<file path="src/rtl/core/min_heap_priority_queue_core_macros.svh">
// assertion macros for the min-heap priority queue core
`ifndef MIN_HEAP_PRIORITY_QUEUE_CORE_MACROS_SVH
`define MIN_HEAP_PRIORITY_QUEUE_CORE_MACROS_SVH

`ifndef SYNTHESIS
// same-cycle implication, sampled on i_clk, off while i_rst_n is low
`define MHPQ_ASSERT_IMPL(label, ante, cons) \
    label: assert property (@(posedge i_clk) disable iff (!i_rst_n) (ante) |-> (cons)) \
        else $error("assertion failed");
// next-cycle implication
`define MHPQ_ASSERT_NEXT(label, ante, cons) \
    label: assert property (@(posedge i_clk) disable iff (!i_rst_n) (ante) |=> (cons)) \
        else $error("assertion failed");
`else
`define MHPQ_ASSERT_IMPL(label, ante, cons)
`define MHPQ_ASSERT_NEXT(label, ante, cons)
`endif

`endif

</file>
<file path="src/rtl/core/mhpq_pkg.sv">
// shared types and codes for the min-heap priority queue core
package mhpq_pkg;

    // operation selector on the request side
    localparam logic KIND_INSERT  = 1'b0;
    localparam logic KIND_EXTRACT = 1'b1;

    typedef enum logic [1:0] {
        ST_OK    = 2'd0,
        ST_FULL  = 2'd1,
        ST_EMPTY = 2'd2
    } t_status;

    typedef enum logic [3:0] {
        S_IDLE,
        S_UP_RD,
        S_UP_CMP,
        S_EX_ROOT,
        S_EX_LAST,
        S_EX_TAKE,
        S_DN_LEFT,
        S_DN_RIGHT,
        S_DN_CMP,
        S_OUT
    } t_state;

endpackage

</file>
<file path="src/rtl/core/mhpq_ram.sv">
// generic simple dual-port ram with registered read
module mhpq_ram #(
    parameter int WIDTH = 32,
    parameter int DEPTH = 64
) (
    input  logic                     i_clk,
    input  logic                     i_wr_en,
    input  logic [$clog2(DEPTH)-1:0] i_wr_addr,
    input  logic [WIDTH-1:0]         i_wr_data,
    input  logic [$clog2(DEPTH)-1:0] i_rd_addr,
    output logic [WIDTH-1:0]         o_rd_data
);

    logic [WIDTH-1:0] r_mem [DEPTH];
    logic [WIDTH-1:0] r_rd_data;

    always_ff @(posedge i_clk) begin
        if (i_wr_en) begin
            r_mem[i_wr_addr] <= i_wr_data;
        end
        r_rd_data <= r_mem[i_rd_addr];
    end

    assign o_rd_data = r_rd_data;

endmodule

</file>
<file path="src/rtl/core/min_heap_priority_queue_core.sv">
// min-heap priority queue core, one request at a time through a shared compare unit and heap ram
// insert: append at the end, then climb through read and compare steps until the root or a parent no larger
// extract: read the root and the last entry, then sift the last entry down from the root through
// left read, right read and compare steps; the single ram read port sets this order of steps
// s_axis_tready returns the cycle after the result register loads: one request at a time
// i_rst_n (synchronous, active low) empties the queue; heap ram contents are not cleared
module min_heap_priority_queue_core
    import mhpq_pkg::*;
#(
    parameter int CAPACITY    = 64,
    parameter int VERTEX_BITS = 8,
    parameter int LENGTH_BITS = 16,
    localparam int EW         = 2 * VERTEX_BITS + LENGTH_BITS,
    localparam int DW         = ((EW + 7) / 8) * 8
) (
    input  logic          i_clk,
    input  logic          i_rst_n,
    // request side
    input  logic          s_axis_tvalid,
    output logic          s_axis_tready,
    input  logic [DW-1:0] s_axis_tdata,  // edge_source, edge_dest, edge_length, zero pad
    input  logic          s_axis_tuser,  // kind
    // result side
    output logic          m_axis_tvalid,
    input  logic          m_axis_tready,
    output logic [DW-1:0] m_axis_tdata,  // out_source, out_dest, out_length, zero pad
    output logic [2:0]    m_axis_tuser   // status[1:0], now_empty
);

    localparam int AW = $clog2(CAPACITY);       // ram address
    localparam int CW = $clog2(CAPACITY + 1);   // entry count and heap position

    `include "min_heap_priority_queue_core_macros.svh"

    // control state
    t_state        r_state, n_state;
    logic [CW-1:0] r_count, n_count;
    logic          r_out_valid, n_out_valid;

    // working payload
    logic [CW-1:0] r_pos, n_pos;        // 1-based position of the hole
    logic [EW-1:0] r_item, n_item;      // entry being sifted
    logic [EW-1:0] r_left, n_left;      // left child during sift down
    logic          r_rc_ok, n_rc_ok;    // right child exists
    logic [EW-1:0] r_res, n_res;        // extracted entry
    t_status       r_status, n_status;
    logic [EW-1:0] r_out_data, n_out_data;
    t_status       r_out_status, n_out_status;
    logic          r_out_empty, n_out_empty;

    // heap ram, entry k lives at address k-1, entry packed {length, dest, source}
    logic          ram_wr_en;
    logic [AW-1:0] ram_wr_addr;
    logic [EW-1:0] ram_wr_data;
    logic [AW-1:0] ram_rd_addr;
    logic [EW-1:0] ram_rd_data;

    mhpq_ram #(
        .WIDTH (EW),
        .DEPTH (CAPACITY)
    ) u_heap_ram (
        .i_clk     (i_clk),
        .i_wr_en   (ram_wr_en),
        .i_wr_addr (ram_wr_addr),
        .i_wr_data (ram_wr_data),
        .i_rd_addr (ram_rd_addr),
        .o_rd_data (ram_rd_data)
    );

    // keys of the shared compare unit
    logic [LENGTH_BITS-1:0] item_len, rd_len, left_len;
    assign item_len = r_item[EW-1 -: LENGTH_BITS];
    assign rd_len   = ram_rd_data[EW-1 -: LENGTH_BITS];
    assign left_len = r_left[EW-1 -: LENGTH_BITS];

    // tree navigation
    logic [CW:0]   lc, rc;
    logic [CW-1:0] parent;
    assign lc     = {r_pos, 1'b0};
    assign rc     = {r_pos, 1'b1};
    assign parent = r_pos >> 1;

    logic left_better, right_better;

    assign s_axis_tready = (r_state == S_IDLE);

    always_comb begin
        n_state      = r_state;
        n_count      = r_count;
        n_pos        = r_pos;
        n_item       = r_item;
        n_left       = r_left;
        n_rc_ok      = r_rc_ok;
        n_res        = r_res;
        n_status     = r_status;
        n_out_data   = r_out_data;
        n_out_status = r_out_status;
        n_out_empty  = r_out_empty;
        n_out_valid  = r_out_valid & ~m_axis_tready;
        ram_wr_en    = 1'b0;
        ram_wr_addr  = AW'(r_pos - CW'(1));
        ram_wr_data  = r_item;
        ram_rd_addr  = '0;
        left_better  = 1'b0;
        right_better = 1'b0;

        case (r_state)
            S_IDLE: begin
                if (s_axis_tvalid) begin
                    n_res    = '0;
                    n_status = ST_OK;
                    if (s_axis_tuser == KIND_INSERT) begin
                        if (r_count == CW'(CAPACITY)) begin
                            n_status = ST_FULL;
                            n_state  = S_OUT;
                        end else begin
                            // append at the end, then climb
                            n_count = r_count + CW'(1);
                            n_pos   = r_count + CW'(1);
                            n_item  = s_axis_tdata[EW-1:0];
                            n_state = S_UP_RD;
                        end
                    end else begin
                        if (r_count == '0) begin
                            n_status = ST_EMPTY;
                            n_state  = S_OUT;
                        end else begin
                            n_state = S_EX_ROOT;
                        end
                    end
                end
            end

            S_UP_RD: begin
                if (r_pos == CW'(1)) begin
                    // reached the root
                    ram_wr_en = 1'b1;
                    n_state   = S_OUT;
                end else begin
                    ram_rd_addr = AW'(parent - CW'(1));
                    n_state     = S_UP_CMP;
                end
            end

            S_UP_CMP: begin
                ram_wr_en = 1'b1;
                if (item_len < rd_len) begin
                    // parent moves down into the hole
                    ram_wr_data = ram_rd_data;
                    n_pos       = parent;
                    n_state     = S_UP_RD;
                end else begin
                    n_state = S_OUT;
                end
            end

            S_EX_ROOT: begin
                ram_rd_addr = '0;
                n_state     = S_EX_LAST;
            end

            S_EX_LAST: begin
                ram_rd_addr = AW'(r_count - CW'(1));
                n_res       = ram_rd_data;
                n_state     = S_EX_TAKE;
            end

            S_EX_TAKE: begin
                // last entry becomes the item sifted down from the root
                n_item  = ram_rd_data;
                n_count = r_count - CW'(1);
                n_pos   = CW'(1);
                n_state = (r_count == CW'(1)) ? S_OUT : S_DN_LEFT;
            end

            S_DN_LEFT: begin
                if (lc > {1'b0, r_count}) begin
                    // leaf, item settles here
                    ram_wr_en = 1'b1;
                    n_state   = S_OUT;
                end else begin
                    ram_rd_addr = AW'(lc - (CW+1)'(1));
                    n_state     = S_DN_RIGHT;
                end
            end

            S_DN_RIGHT: begin
                n_left      = ram_rd_data;
                n_rc_ok     = (rc <= {1'b0, r_count});
                ram_rd_addr = AW'(rc - (CW+1)'(1));
                n_state     = S_DN_CMP;
            end

            S_DN_CMP: begin
                // left wins ties, each child must be strictly smaller to move
                left_better  = left_len < item_len;
                right_better = r_rc_ok &&
                               (rd_len < (left_better ? left_len : item_len));
                ram_wr_en    = 1'b1;
                if (right_better) begin
                    ram_wr_data = ram_rd_data;
                    n_pos       = CW'(rc);
                    n_state     = S_DN_LEFT;
                end else if (left_better) begin
                    ram_wr_data = r_left;
                    n_pos       = CW'(lc);
                    n_state     = S_DN_LEFT;
                end else begin
                    n_state = S_OUT;
                end
            end

            S_OUT: begin
                // hand the result to the output register once it is free
                if (!r_out_valid || m_axis_tready) begin
                    n_out_valid  = 1'b1;
                    n_out_data   = r_res;
                    n_out_status = r_status;
                    n_out_empty  = (r_count == '0);
                    n_state      = S_IDLE;
                end
            end

            default: begin
                n_state = S_IDLE;
            end
        endcase
    end

    always_ff @(posedge i_clk) begin
        if (!i_rst_n) begin
            r_state     <= S_IDLE;
            r_count     <= '0;
            r_out_valid <= 1'b0;
        end else begin
            r_state     <= n_state;
            r_count     <= n_count;
            r_out_valid <= n_out_valid;
        end
    end

    always_ff @(posedge i_clk) begin
        r_pos        <= n_pos;
        r_item       <= n_item;
        r_left       <= n_left;
        r_rc_ok      <= n_rc_ok;
        r_res        <= n_res;
        r_status     <= n_status;
        r_out_data   <= n_out_data;
        r_out_status <= n_out_status;
        r_out_empty  <= n_out_empty;
    end

    assign m_axis_tvalid = r_out_valid;
    assign m_axis_tdata  = DW'(r_out_data);
    assign m_axis_tuser  = {r_out_empty, r_out_status};

    // checks
    `MHPQ_ASSERT_IMPL(a_count_bound, 1'b1, r_count <= CW'(CAPACITY))
    `MHPQ_ASSERT_NEXT(a_busy_after_request, s_axis_tvalid && s_axis_tready, !s_axis_tready)
    `MHPQ_ASSERT_NEXT(a_insert_grows,
        s_axis_tvalid && s_axis_tready && s_axis_tuser == KIND_INSERT &&
        r_count != CW'(CAPACITY),
        r_count == $past(r_count) + CW'(1))
    `MHPQ_ASSERT_IMPL(a_empty_flag,
        m_axis_tvalid && m_axis_tuser[1:0] == ST_EMPTY, m_axis_tuser[2])

endmodule
</file>
<file path="config.mk">
export PLATFORM = sky130hd
export DESIGN_NAME = min_heap_priority_queue_core
export DESIGN_NICKNAME = d
export VERILOG_FILES = /design/src/rtl/core/mhpq_pkg.sv /design/src/rtl/core/mhpq_ram.sv /design/src/rtl/core/min_heap_priority_queue_core.sv
export VERILOG_INCLUDE_DIRS = /design/src /design/src/rtl/core
export SDC_FILE = /design/constraint.sdc
export NUM_CORES = 2
export LEC_CHECK = 0
export BUFFER_PORTS_ARGS = -buffer_cell sky130_fd_sc_hd__buf_2
export CAP_MARGIN = 40
export CORE_UTILIZATION = 35
export CTS_CLUSTER_SIZE = 8
export DETAILED_ROUTE_END_ITERATION = 8
export SLEW_MARGIN = 20
export SYNTH_ARGS = -nofsm -noshare
export SYNTH_HDL_FRONTEND = slang
export SYNTH_SLANG_ARGS = --single-unit
</file>
<file path="constraint.sdc">
create_clock -name i_clk -period 7.15 [get_ports i_clk]
set_clock_uncertainty 0.1 [all_clocks]
set_input_delay 0.715 -clock i_clk [delete_from_list [all_inputs] [get_ports i_clk]]
set_output_delay 0.715 -clock i_clk [all_outputs]
set_load 0.01 [all_outputs]
</file>
; Yosys cells after proc, flatten, opt, wreduce, memory -nomap -nowiden
; Memory sizes are Yosys's and may differ from the RTL's. A register that Yosys moved wholly into a read port is not among the register bits.
; Cells that the tools add are included.
[word_totals]
ram_bits = 2048
latchBits = 0
mem_count = 1
romBits = 0
register_bits = 153
inputBits = 37
elab_cells = 103
[op_classes]
muxes = 44
reduce_logical = 15
n_bitwise = 2
order_cmp = 5
shifts = 0
addsub = 6
n_eq_ne = 18
n_mul = 0
div_mod_pow = 0
[memory_table]
columns = memory, depth, word_bits, read_ports, rd_clocked_by_memory_dff, write_ports, line
row1 = u_heap_ram.r_mem, 64, 32, 1, 1, 1, mhpq_ram.sv:14  ; logic [WIDTH-1:0] r_mem [DEPTH];
[ops]
columns = operator, n
row1 = $mux W32, 7
row2 = $pmux W32 S2, 3
row3 = $lt A16 B16 Y1, 3
row4 = $mux W4, 11
row5 = $mux W7, 6
row6 = $pmux W4 S10, 1
row7 = $pmux W7 S4, 1
row8 = $pmux W6 S4, 1
row9 = $sub A6 B1 Y6 const B, 4
row10 = $eq A4 B3 Y1 const B, 4
row11 = $mux W16, 1
row12 = $eq A7 B1 Y1 const B, 2
row13 = $pmux W7 S2, 1
row14 = $mux W6, 2
row15 = $ne A2 B2 Y1 const B, 5
row16 = $eq A4 B2 Y1 const B, 2
row17 = $eq A4 B4 Y1 const B, 2
row18 = $gt A8 B7 Y1, 1
row19 = $le A8 B7 Y1, 1
row20 = $reduce_and A2 Y1, 4
row21 = $add A7 B1 Y7 const B, 1
row22 = $eq A7 B7 Y1 const B, 1
row23 = $logic_not A7 Y1, 1
row24 = $mux W1, 7
row25 = 16 further kinds, 18

; Longest topological paths before layout
[depth]
ltp_word = 6
depth_mapped = 22
depth_no_buf = 18

; Modules after synthesis
; Synthesis repeated with hierarchy kept, for this count alone.
[hier_totals]
hier_cells = 4090
area_unflattened_um2 = 86978.4
[by_module_without_submodules]
columns = module, seq_area_each_um2, area_each_um2, instances, cells_per_inst
row1 = mhpq_ram, 62139.6, 78515.3, 1, 3324
row2 = min_heap_priority_queue_core, 4474.3, 8463.1, 1, 766

; Worst setup path after synthesis
; Ideal clock, no wire load.
[synth_timing]
path_type = flip-flop to flip-flop
start = register r_item[29]
end = memory u_heap_ram.r_mem[0][10] (data pin)
path_stages_with_launch = 22
setup_slack_ns = 1.164
n_path_buf = 4
t_required_ns = 6.684
synth_period_minus_slack_ns = 5.986
arrival_ns = 5.520
setup_ns = 0.366
path_cell_list = edfxtp_1 > inv_1 > ha_1 > a21o_1 > a21o_1 > a21oi_1 > o21ai_0 > a211oi_1 > buf_1 > clkbuf_1 > mux2i_1 > ha_1 > a21o_1 > a21oi_1 > a2111oi_0 > nand2_1 > a21o_1 > nor2_1 > or2_2 > clkbuf_1 > clkbuf_1 > a221o_1
[synth_via]
elab_chain_len = 6
word_cells_on_any_way = 9
[synth_lines]
columns = element, line
row1 = "start, declared", min_heap_priority_queue_core.sv:42  ; logic [EW-1:0] r_item, n_item;
row2 = "start signal, assigned", min_heap_priority_queue_core.sv:244  ; r_item <= n_item;
row3 = $lt A16 B16 Y1, min_heap_priority_queue_core.sv:196  ; left_better = left_len < item_len;
row4 = $mux W16, min_heap_priority_queue_core.sv:198  ; (rd_len < (left_better ? left_len : item_len));
row5 = $lt A16 B16 Y1, min_heap_priority_queue_core.sv:198
row6 = $logic_and A1 B1 Y1, min_heap_priority_queue_core.sv:197  ; right_better = r_rc_ok &&
row7 = $mux W32, min_heap_priority_queue_core.sv:200  ; if (right_better) begin
row8 = $pmux W32 S2 *, min_heap_priority_queue_core.sv:107  ; case (r_state)
row9 = net ram_wr_data[10], min_heap_priority_queue_core.sv:54  ; logic [EW-1:0] ram_wr_data;
row10 = "end, declared", mhpq_ram.sv:14
; The timed path passes the listed nets; every way through them passes the cells marked *.

; Worst setup path in the final report
[layout_timing]
start = register r_item[29]
end = memory u_heap_ram.r_mem[6][15] (data pin)
; The elaborated chain is that of the path after synthesis.

==> metrics <==
DR vias 56298; clock network fraction of total power 26.5%; Crit Reg-Reg Startpoint r_item[29]$_DFFE_PP_; flops & latches, synth 2233; worst setup path end u_heap_ram.r_mem[6][15]$_DFFE_PP_; sequential fraction of the synthesis area 75.0%; Die H 506 microns; fillers 22404; share of cells above drive strength 1 15.3%; syn_area_per_cell 15.2 sq um; NetSw 19.8 mW; Top-Level Pins 74; post-CTS sizing 0; top-area cell type share of the netlist area 74.0%; row count 184; PortBufs 73; internal power 32.1 mW; core area 252000 sq um; Post-CTS Hold Fix Bufs 22; full die area 256000 sq um; total track usage 21.9%; Yosys top cell by area edfxtp_1; Min Clock Period, post-route 6.12 ns; cell area after placement 96100 sq um; Avg WL per Cell 29.5 microns; DRC violations left 0; pin count of the biggest net entering global routing 125; most common cell in the netlist edfxtp_1; max_slew headroom 37.7%; Final Hold Vio Count 0; WP data arrival 6.75 ns; Post-CTS Setup Bufs 0; vias in the first global route 53511; fmax 163 MHz; Slew @ Worst Pin 0.934 ns; Synth Cell Area 88900 sq um; Post-DP HPWL 171000 microns; clk root buf clkbuf_16; Total Wirelength 286000 microns; status complete, no violations; most frequent cells after synthesis edfxtp_1 (2189), nand2_1 (891), a21oi_1 (493); RSZ-0062 raised after global routing no; Setup CP Type reg2reg; htree depth 5; Pre-antenna DRT Iters 8; CTS tree yes; setup TNS 0 ns; sequential cell fraction of total power 36.4%; Syn Nets 5939; Netlist cell types 76; Lkg Pwr 36.1 nW; launch point of the worst path r_item[29]$_DFFE_PP_; final instance area 105000 sq um; DR iter-0 viols 7457; Max VDD drop 0.383 mV; Worst-path clk slew 0.06 ns; CP required 7.78 ns; crit end category flip-flop; Via density 5.80; worst hold path type in2reg; clock buffer count from CTS 330; clock buffer depth 4; Async S/R FF share, synth 0%; hold depth 3; Slew Viols, Final 0; switching share of total power 38.2%; area grow syn2layout 18.7%; Comb power frac 37.1%; register-to-register setup slack 1.03 ns; Initial Util 35.3%; worst reg2reg path endpoint u_heap_ram.r_mem[6][15]$_DFFE_PP_; CP Launch Type flip-flop; Placer Congestion 0.906; Die Span X 506 microns; Worst-Skew Late Latency 0.92 ns; number of setup violations in the final report 0; post-route ant nets 0; Synth Warn # 0; fin nets 6318; period utilisation layout 85.6%; reg2reg path depth 20; clock sink total 2233; initial antenna violation count 9; synth top area cells edfxtp_1 (74%), mux2i_1 (3.9%), nand2_1 (3.8%); worst-path fanout max 43; most common flop cell mapped by yosys edfxtp_1; Pwr Density 492 nW/um^2; GR Overflow Total 0; first-pass GRT wire length 401000 microns; maxcap violations 0; Post-synth EDFFs 2189; Cells after Synth 5843
[cell families after synthesis]
group                      share of synthesized area [%]
DFF                                                 75.0
and+or+nand+nor                                     6.65
AOI/OAI and AO/OA                                   9.83
buffers and inverters                               2.12
muxes                                               5.38
adders and majority gates                          0.831
xor gates and xnor gates                           0.227
[how the worst min path moves through the flow]
stage	from	endpoint
after floorplan	r_res[0]$_SDFFCE_PN0P_	m_axis_tdata[0]$_DFFE_PP_
after global placement	r_res[27]$_SDFFCE_PN0P_	m_axis_tdata[27]$_DFFE_PP_
after detailed placement	r_res[12]$_SDFFCE_PN0P_	m_axis_tdata[12]$_DFFE_PP_
after CTS	s_axis_tdata[14]	r_item[14]$_DFFE_PP_
after global routing	s_axis_tdata[14]	r_item[14]$_DFFE_PP_
final	s_axis_tdata[14]	r_item[14]$_DFFE_PP_
[critical path: stages, from the launching register on]
cell and delay [ns]:
edfxtp_1 0.43, inv_1 0.07, ha_1 0.31, a21o_1 0.17, a21o_1 0.17, a21oi_1 0.18, o21ai_0 0.19, a211oi_4 0.25
buf_4 0.26, mux2i_1 0.27, ha_1 0.18, a21o_1 0.11, a21o_1 0.11, a21oi_1 0.11, a2111oi_0 0.67, nand2_1 0.15
a21o_1 0.23, nor2_1 0.28, or2_2 0.52, a221o_2 0.76, buf_4 0.35
[sequential cells by signal, summed over array words and instances, names as in the netlist]
name	count
m_axis_tvalid	1
r_out_empty	1
r_item	32
r_status	2
r_out_status	2
u_heap_ram.r_mem	2048
r_res	32
m_axis_tdata	32
r_count	7
r_pos	7
r_rc_ok	1
r_left	32
r_state	4
u_heap_ram.o_rd_data	32
[layout by cell type (no fill, tap or decap), drive strengths merged, types with 30 or more instances in the layout]
master and count:
nand2 893, clkbuf 447, a22o 104, mux2i 345, a31oi 51, nand4 43, inv 53, buf 406
o31ai 51, a22oi 118, mux4 44, o21ai 88, mux2 30, edfxtp 2189, nand3 137, o22ai 57
a221oi 140, a21o 41, a21oi 493, nor2 164, ha 59, dfxtp 44, a221o 36, and2 45
[power by group through the flow]
stage / clock network (mW) / registers, mW / logic (mW)
after floorplan: 0 / 18.7 / 10.6
after global placement: 0 / 19.0 / 18.4
after detailed placement: 0 / 19.0 / 18.8
after CTS: 13.9 / 18.8 / 18.9
after global routing: 14.4 / 18.9 / 20.2
final: 13.7 / 18.9 / 19.3
[cell type report]
class                           instances  area [sq um]  share of cell area (%)
Sequential cell                      2233         66600                    63.2
Clock buffer                          447          8800                    8.35
Tap cell                             3348          4190                    3.97
Clock inverter                         10           111                   0.106
Inverter                               50           188                   0.178
Timing Repair Buffer                  428          4460                    4.23
Antenna cell                            8          20.0                  0.0190
Multi-Input combinational cell       3179         21100                    20.0
[metal layers]
metal  GRT usage [%]  vias up  share of wire (%)
li1                -    23451                  -
met1            30.2    28647                 40
met2            32.5     3531                 44
met3            5.59      665                 12
met4            9.79        4                4.7
met5               0        -              0.066
[stage by stage]
stage	hold WS, ns	setup WS, ns	cells	power [mW]	util (%)
floorplan	0.300	1.16	5843	29.4	-
global placement	0.304	1.03	9157	37.4	37.7
detailed placement	0.305	1.12	9207	37.9	38.2
CTS	0.000145	1.12	9686	51.6	41.8
global route	0.0491	0.764	9695	53.5	41.9
finish	0.0491	1.03	9703	51.9	41.9
(Power assumes the default switching activity.)
